**src/rtl/dblt_pkg.sv**
```systemverilog
package dblt_pkg;

  localparam int unsigned DEB_W  = 10;
  localparam int unsigned ON_W   = 20;
  localparam int unsigned HOLD_W = 16;
  localparam int unsigned CFG_W  = 20;
  localparam int unsigned IDX_W  = 2;

  localparam logic [DEB_W-1:0]  DEB_RESET  = DEB_W'(80);
  localparam logic [ON_W-1:0]   ON_RESET   = ON_W'(10000);
  localparam logic [HOLD_W-1:0] HOLD_RESET = HOLD_W'(1920);

  typedef enum logic [IDX_W-1:0] {
    REG_DEBOUNCE = 2'd0,
    REG_ON_TIME  = 2'd1,
    REG_HOLD     = 2'd2
  } reg_idx_t;

  typedef struct packed {
    logic [DEB_W-1:0]  debounce_ticks;
    logic [ON_W-1:0]   on_time_ticks;
    logic [HOLD_W-1:0] hold_ticks;
  } cfg_t;

  typedef struct packed {
    logic light_on;
    logic edge_armed;
    logic deb_idle;
  } tick_status_t;

endpackage

```
**src/rtl/dblt_in_if.sv**
```systemverilog
interface dblt_in_if;
  logic valid;
  logic ready;
  logic button_level;

  modport source (output valid, output button_level, input ready);
  modport sink   (input valid, input button_level, output ready);
endinterface

```
**src/rtl/dblt_out_if.sv**
```systemverilog
interface dblt_out_if;
  logic valid;
  logic ready;
  logic led_on;

  modport source (output valid, output led_on, input ready);
  modport sink   (input valid, input led_on, output ready);
endinterface

```
**src/rtl/dblt_cfg.sv**
```systemverilog
module dblt_cfg
  import dblt_pkg::*;
(
  input  logic             clk,
  input  logic             rst_n,
  input  logic             cfg_we,
  input  logic [IDX_W-1:0] cfg_index,
  input  logic [CFG_W-1:0] cfg_wdata,
  output cfg_t             cfg
);

  cfg_t cfg_r;

  always_ff @(posedge clk) begin
    if (!rst_n) begin
      cfg_r.debounce_ticks <= DEB_RESET;
      cfg_r.on_time_ticks  <= ON_RESET;
      cfg_r.hold_ticks     <= HOLD_RESET;
    end else if (cfg_we) begin
      case (cfg_index)
        REG_DEBOUNCE: cfg_r.debounce_ticks <= cfg_wdata[DEB_W-1:0];
        REG_ON_TIME:  cfg_r.on_time_ticks  <= cfg_wdata[ON_W-1:0];
        REG_HOLD:     cfg_r.hold_ticks     <= cfg_wdata[HOLD_W-1:0];
        default: ;
      endcase
    end
  end

  assign cfg = cfg_r;

endmodule

```
**src/rtl/dblt_tick.sv**
```systemverilog
module dblt_tick
  import dblt_pkg::*;
(
  input  logic         clk,
  input  logic         rst_n,
  input  cfg_t         cfg,
  input  logic         tick_en,
  input  logic         level,
  output logic         led_nxt,
  output tick_status_t status
);

  logic              light_r, last_r, armed_r;
  logic [DEB_W-1:0]  deb_r;
  logic [ON_W-1:0]   on_r;
  logic [HOLD_W-1:0] hold_r;

  logic              light_nxt, last_nxt, armed_nxt;
  logic [DEB_W-1:0]  deb_nxt;
  logic [ON_W-1:0]   on_nxt;
  logic [HOLD_W-1:0] hold_nxt;

  logic deb_exp, on_exp, hold_exp;

  // a zero setting loads as one
  logic [DEB_W-1:0]  deb_load;
  logic [ON_W-1:0]   on_load;
  logic [HOLD_W-1:0] hold_load;

  assign deb_load  = (cfg.debounce_ticks == '0) ? DEB_W'(1)  : cfg.debounce_ticks;
  assign on_load   = (cfg.on_time_ticks  == '0) ? ON_W'(1)   : cfg.on_time_ticks;
  assign hold_load = (cfg.hold_ticks     == '0) ? HOLD_W'(1) : cfg.hold_ticks;

  assign deb_exp  = (deb_r  == DEB_W'(1));
  assign on_exp   = (on_r   == ON_W'(1));
  assign hold_exp = (hold_r == HOLD_W'(1));

  always_comb begin
    deb_nxt   = (deb_r  != '0) ? deb_r  - DEB_W'(1)  : deb_r;
    on_nxt    = (on_r   != '0) ? on_r   - ON_W'(1)   : on_r;
    hold_nxt  = (hold_r != '0) ? hold_r - HOLD_W'(1) : hold_r;
    light_nxt = light_r;
    armed_nxt = armed_r;

    // debounce expiry samples the pin (0 = pressed)
    if (deb_exp) begin
      if (!level) begin
        on_nxt = on_load;
        if (light_r) begin
          if (hold_nxt == '0) begin
            hold_nxt = hold_load;
          end
        end else begin
          light_nxt = 1'b1;
        end
      end else begin
        hold_nxt = '0;
      end
      armed_nxt = 1'b1;
    end

    if (on_exp) begin
      light_nxt = 1'b0;
    end

    if (hold_exp) begin
      light_nxt = 1'b0;
      on_nxt    = '0;
    end

    if (armed_nxt && (level != last_r)) begin
      armed_nxt = 1'b0;
      deb_nxt   = deb_load;
    end
    last_nxt = level;
  end

  always_ff @(posedge clk) begin
    if (!rst_n) begin
      light_r <= 1'b0;
      last_r  <= 1'b1;
      armed_r <= 1'b1;
      deb_r   <= '0;
      on_r    <= '0;
      hold_r  <= '0;
    end else if (tick_en) begin
      light_r <= light_nxt;
      last_r  <= last_nxt;
      armed_r <= armed_nxt;
      deb_r   <= deb_nxt;
      on_r    <= on_nxt;
      hold_r  <= hold_nxt;
    end
  end

  assign led_nxt           = light_nxt;
  assign status.light_on   = light_r;
  assign status.edge_armed = armed_r;
  assign status.deb_idle   = (deb_r == '0);

endmodule

```
**src/rtl/debounced_button_light_timer.sv**
```systemverilog
// debounced staircase light timer with hold-to-switch-off
//
// in_chan carries one tick (one millisecond) per transfer with the raw
// active-low button level; out_chan returns one transfer per tick with the
// LED level after that tick, in order
// cfg port: cfg_we writes cfg_wdata to register cfg_index at the clock edge
//   0 debounce ticks, 1 on-time ticks, 2 hold ticks; other indexes ignored
//   write only while no tick is in flight
// path: a tick passes the input register, then the result register, and
//   its result is offered from the result register
// throughput: one tick per cycle while the receiver takes results; the tick
//   state updates in one pass of short logic as a tick moves from the input
//   register to the result register
// a stalled receiver holds the result register; the input register still
//   takes one more tick, then in_chan.ready drops until the result moves
// reset (rst_n low, synchronous): LED off, button released, edge detection
//   armed, all counters stopped, registers back to 80 / 10000 / 1920
module debounced_button_light_timer
  import dblt_pkg::*;
(
  input  logic             clk,
  input  logic             rst_n,
  dblt_in_if.sink          in_chan,
  dblt_out_if.source       out_chan,
  input  logic             cfg_we,
  input  logic [IDX_W-1:0] cfg_index,
  input  logic [CFG_W-1:0] cfg_wdata
);

  cfg_t         cfg;
  tick_status_t status;

  // input register
  logic s1_valid_r, s1_level_r;
  // result register
  logic out_valid_r, led_r;
  logic led_nxt;
  logic adv;

  // tick moves on when the result register is free or being drained
  assign adv = s1_valid_r && (!out_valid_r || out_chan.ready);

  assign in_chan.ready = !s1_valid_r || adv;

  always_ff @(posedge clk) begin
    if (!rst_n) begin
      s1_valid_r <= 1'b0;
    end else if (in_chan.ready) begin
      s1_valid_r <= in_chan.valid;
    end
  end

  always_ff @(posedge clk) begin
    if (in_chan.ready && in_chan.valid) begin
      s1_level_r <= in_chan.button_level;
    end
  end

  always_ff @(posedge clk) begin
    if (!rst_n) begin
      out_valid_r <= 1'b0;
    end else if (adv) begin
      out_valid_r <= 1'b1;
    end else if (out_chan.ready) begin
      out_valid_r <= 1'b0;
    end
  end

  always_ff @(posedge clk) begin
    if (adv) begin
      led_r <= led_nxt;
    end
  end

  assign out_chan.valid  = out_valid_r;
  assign out_chan.led_on = led_r;

  dblt_cfg u_cfg (
    .clk       (clk),
    .rst_n     (rst_n),
    .cfg_we    (cfg_we),
    .cfg_index (cfg_index),
    .cfg_wdata (cfg_wdata),
    .cfg       (cfg)
  );

  dblt_tick u_tick (
    .clk     (clk),
    .rst_n   (rst_n),
    .cfg     (cfg),
    .tick_en (adv),
    .level   (s1_level_r),
    .led_nxt (led_nxt),
    .status  (status)
  );

  // debounce runs exactly while edge detection is disarmed
  a_armed_idle: assert property (@(posedge clk) disable iff (!rst_n)
    status.edge_armed == status.deb_idle)
    else $error("edge detection and debounce counter disagree");

  // a tick that moves on always leaves a result to offer
  a_adv_result: assert property (@(posedge clk) disable iff (!rst_n)
    adv |=> out_valid_r)
    else $error("tick advanced without a result");

  // light state changes only on a tick
  a_light_tick: assert property (@(posedge clk) disable iff (!rst_n)
    !adv |=> $stable(status.light_on))
    else $error("light changed without a tick");

  // the offered LED level matches the light state after its tick
  a_led_match: assert property (@(posedge clk) disable iff (!rst_n)
    adv |=> (led_r == status.light_on))
    else $error("result disagrees with light state");

endmodule

```
**src/flat_wrapper.sv**
```systemverilog
// flat-port wrapper written by rule: the top's interface ports become plain ports
module debounced_button_light_timer_flat import dblt_pkg::*;
  (clk, rst_n, cfg_we, cfg_index, cfg_wdata, in_chan_valid, in_chan_button_level, in_chan_ready, out_chan_valid, out_chan_led_on, out_chan_ready);
  dblt_in_if in_chan_i ();
  dblt_out_if out_chan_i ();
  input  logic clk;
  input  logic rst_n;
  input  logic cfg_we;
  input  logic [IDX_W-1:0] cfg_index;
  input  logic [CFG_W-1:0] cfg_wdata;
  input wire logic [$bits(in_chan_i.valid)-1:0] in_chan_valid;
  input wire logic [$bits(in_chan_i.button_level)-1:0] in_chan_button_level;
  output wire logic [$bits(in_chan_i.ready)-1:0] in_chan_ready;
  output wire logic [$bits(out_chan_i.valid)-1:0] out_chan_valid;
  output wire logic [$bits(out_chan_i.led_on)-1:0] out_chan_led_on;
  input wire logic [$bits(out_chan_i.ready)-1:0] out_chan_ready;
  assign in_chan_i.valid = in_chan_valid;
  assign in_chan_i.button_level = in_chan_button_level;
  assign in_chan_ready = in_chan_i.ready;
  assign out_chan_valid = out_chan_i.valid;
  assign out_chan_led_on = out_chan_i.led_on;
  assign out_chan_i.ready = out_chan_ready;
  debounced_button_light_timer u_core (.clk(clk), .rst_n(rst_n), .in_chan(in_chan_i), .out_chan(out_chan_i), .cfg_we(cfg_we), .cfg_index(cfg_index), .cfg_wdata(cfg_wdata));
endmodule
```
**config.mk**
```make
export PLATFORM = sky130hd
export DESIGN_NAME = debounced_button_light_timer_flat
export DESIGN_NICKNAME = d
export VERILOG_FILES = /design/src/rtl/dblt_pkg.sv /design/src/rtl/dblt_in_if.sv /design/src/rtl/dblt_out_if.sv /design/src/rtl/dblt_cfg.sv /design/src/rtl/dblt_tick.sv /design/src/rtl/debounced_button_light_timer.sv /design/src/flat_wrapper.sv
export SDC_FILE = /design/constraint.sdc
export NUM_CORES = 1
export LEC_CHECK = 0
export BUFFER_PORTS_ARGS = -buffer_cell sky130_fd_sc_hd__buf_4
export CORE_UTILIZATION = 30
export DETAILED_ROUTE_END_ITERATION = 8
export SYNTH_ARGS = -nofsm -noshare
export SYNTH_HDL_FRONTEND = slang
export SYNTH_HIERARCHICAL = 1
export SYNTH_SLANG_ARGS = --single-unit
```
**constraint.sdc**
```tcl
create_clock -name clk -period 4.9 [get_ports clk]
set_input_delay 0.245 -clock clk [delete_from_list [all_inputs] [get_ports clk]]
set_output_delay 0.245 -clock clk [all_outputs]
set_load 0.02 [all_outputs]
```
==> out/qor.yml <==
outcome: "complete, no violations"
finalHoldViolations: 0
finalCritPeriodShare_pct: 63.1
fillers: 1890
dieArea_mm2: 0.0192
syn_inst: 670
whs_ps: 71.1
die_x_um: 139
clock_latency_ps: 350
syn_avg_cell_area_um2: 8.37
wl_met1_um: 7480
p_leak_nw: 2.48
register_area_mm2: 0.00200
multiInputGateArea_mm2: 0.00336
drc: 0
final.setup.tns_ps: 0
post_cts_buffers: 0
hold_buffers: 0
hp-start: "in_chan_button_level"
wl_met2_um: 6580
clkSinkCount: 99
setup_ws_ps: 1810
fmax_mhz: 323
num_rows: 49
arrival_ps: 3350
ant_nets: 0
totalWireLength_um: 15000
tightest_slew_ps: 889
grt_pass1_wl_um: 24200
routed.top_layer: "met4"
gp_congestion: 0.856
r2r_start: "u_core/u_tick/hold_r[15]$_SDFFE_PN0P_"
grt_max_degree: 84
wl_met3_um: 637
ios: 31
r2r_slack_ps: 1810
core-area_mm2: 0.0181
skew_ps: 11.1
grt_pass1_vias: 4591
cts.htree.levels: 3
critPathRequiredTime_ps: 5160
numCtsBuffers: 9
drt_iter0_markers: 353
critical_path_class: "register to register"
cts-resized-gates: 0
crit_fanout: 15
end_kind: "register"
maxSlewViolCount: 0
dp_hpwl_um: 10500
hp-class: "primary input to register"
viasPerCell: 5.47
layout_min_cycle_time_ps: 3090
startpoint_type: "register"
area_growth_pct: 12.8
synth_nets: 706
clk_path_buf_depth: 2
dp_slack_ps: 1840
vdd_ir_drop_max_v: 0.000203
final_util_pct: 34.8
via_count: 4984
setup-violations-final: 0
grt_setup_unrepaired: "no"
hold_depth: 1
antenna_found_initial: 0
maxCapViolCount: 0
power_density_mw_per_mm2: 584
fp.dieH_um: 139
r2r_cells: 6
n_antenna_cell: 0
initial_core_util_pct: 30.9
max_slew_margin_pct: 40.6
finalPower_mw: 3.69
drive_above_1_share_pct: 12.0
port_buffers: 30
grt_usage_pct: 15.7
wl_per_cell_um: 16.5
overflow: 0
r2r-end: "u_core/u_tick/hold_r[13]$_SDFFE_PN0P_"
min_to: "u_core/s1_level_r$_DFFE_PP_"
syn-cell-area_mm2: 0.00561
yosysWarnings: 6
fin_nets: 713
cts_tree: "built"
drt-pass1-iter-count: 5
ctsRootBufferMaster: "clkbuf_16"
clkTransAtPathRegs_ps: 70
[flip-flops by register name (all words and copies together), names as in the netlist]
| register | flops |
|---|---|
| u_core/out_chan.valid | 1 |
| u_core/u_tick/last_r | 1 |
| u_core/u_tick/on_r | 20 |
| u_core/u_tick/deb_r | 10 |
| u_core/u_cfg/cfg | 46 |
| u_core/s1_level_r | 1 |
| u_core/out_chan.led_on | 1 |
| u_core/s1_valid_r | 1 |
| u_core/u_tick/light_r | 1 |
| u_core/u_tick/hold_r | 16 |
| u_core/u_tick/armed_r | 1 |
[through the flow]
stage,instance area (um2),std cells
after floorplan,5610,670
after global placement,5970,895
after global routing,6320,911
final,6320,911
after CTS,6320,911
after detailed placement,5970,895
[layout make-up]
type                    count  area share, %
multi-input cells         518           53.2
flip-flops and latches     99           31.7
well taps                 229           4.53
clock buffers              12           4.39
repair buffers             36           4.27
clock inverters             4           1.21
inverters                  13          0.772
[per-layer routing]
metal  global-route usage [%]  up-vias
met5                        0        -
met4                     6.14        0
met3                     2.62       22
met2                     23.4      118
met1                     22.4     2363
li1                         -     2481
[critical path, cell delays in order (launching register included)]
cell and delay (ps):
dfxtp_1 350, nor4_2 620, nand4_1 610, or4_1 610
a21oi_2 230, nand4_4 300, a211oi_1 280
[how the worst max path moves through the flow]
stage               cells past startpoint                                    end                             startpoint  slack (ps)
global route                            6   u_core/u_tick/hold_r[6]$_SDFFE_PN0P_  u_core/u_tick/hold_r[12]$_SDFFE_PN0P_        1630
finish                                  6  u_core/u_tick/hold_r[13]$_SDFFE_PN0P_  u_core/u_tick/hold_r[15]$_SDFFE_PN0P_        1810
detailed placement                      6  u_core/u_tick/hold_r[13]$_SDFFE_PN0P_  u_core/u_tick/hold_r[15]$_SDFFE_PN0P_        1840
CTS                                     6  u_core/u_tick/hold_r[13]$_SDFFE_PN0P_  u_core/u_tick/hold_r[15]$_SDFFE_PN0P_        1820
global placement                        6   u_core/u_tick/hold_r[6]$_SDFFE_PN0P_  u_core/u_tick/hold_r[15]$_SDFFE_PN0P_        1940
floorplan                               7     u_core/u_tick/on_r[0]$_SDFFE_PN0P_    u_core/u_tick/deb_r[0]$_SDFFE_PN0P_        2600
[layout by cell type (no fill, tap or decap), drive strengths merged, types with 14 or more instances in the layout]
cell	instances
nor2b	20
o21ai	44
dfxtp	97
a21oi	28
nand3	14
mux2i	50
nand2	103
nor4	20
buf	36
nor3	24
nor2	40
[where the power goes]
| part | switching [mW] | internal (mW) |
|---|---|---|
| clock network | 0.319 | 0.509 |
| registers | 0.164 | 0.920 |
| logic | 1.05 | 0.726 |
| total | 1.54 | 2.15 |
(Power assumes the default switching activity.)
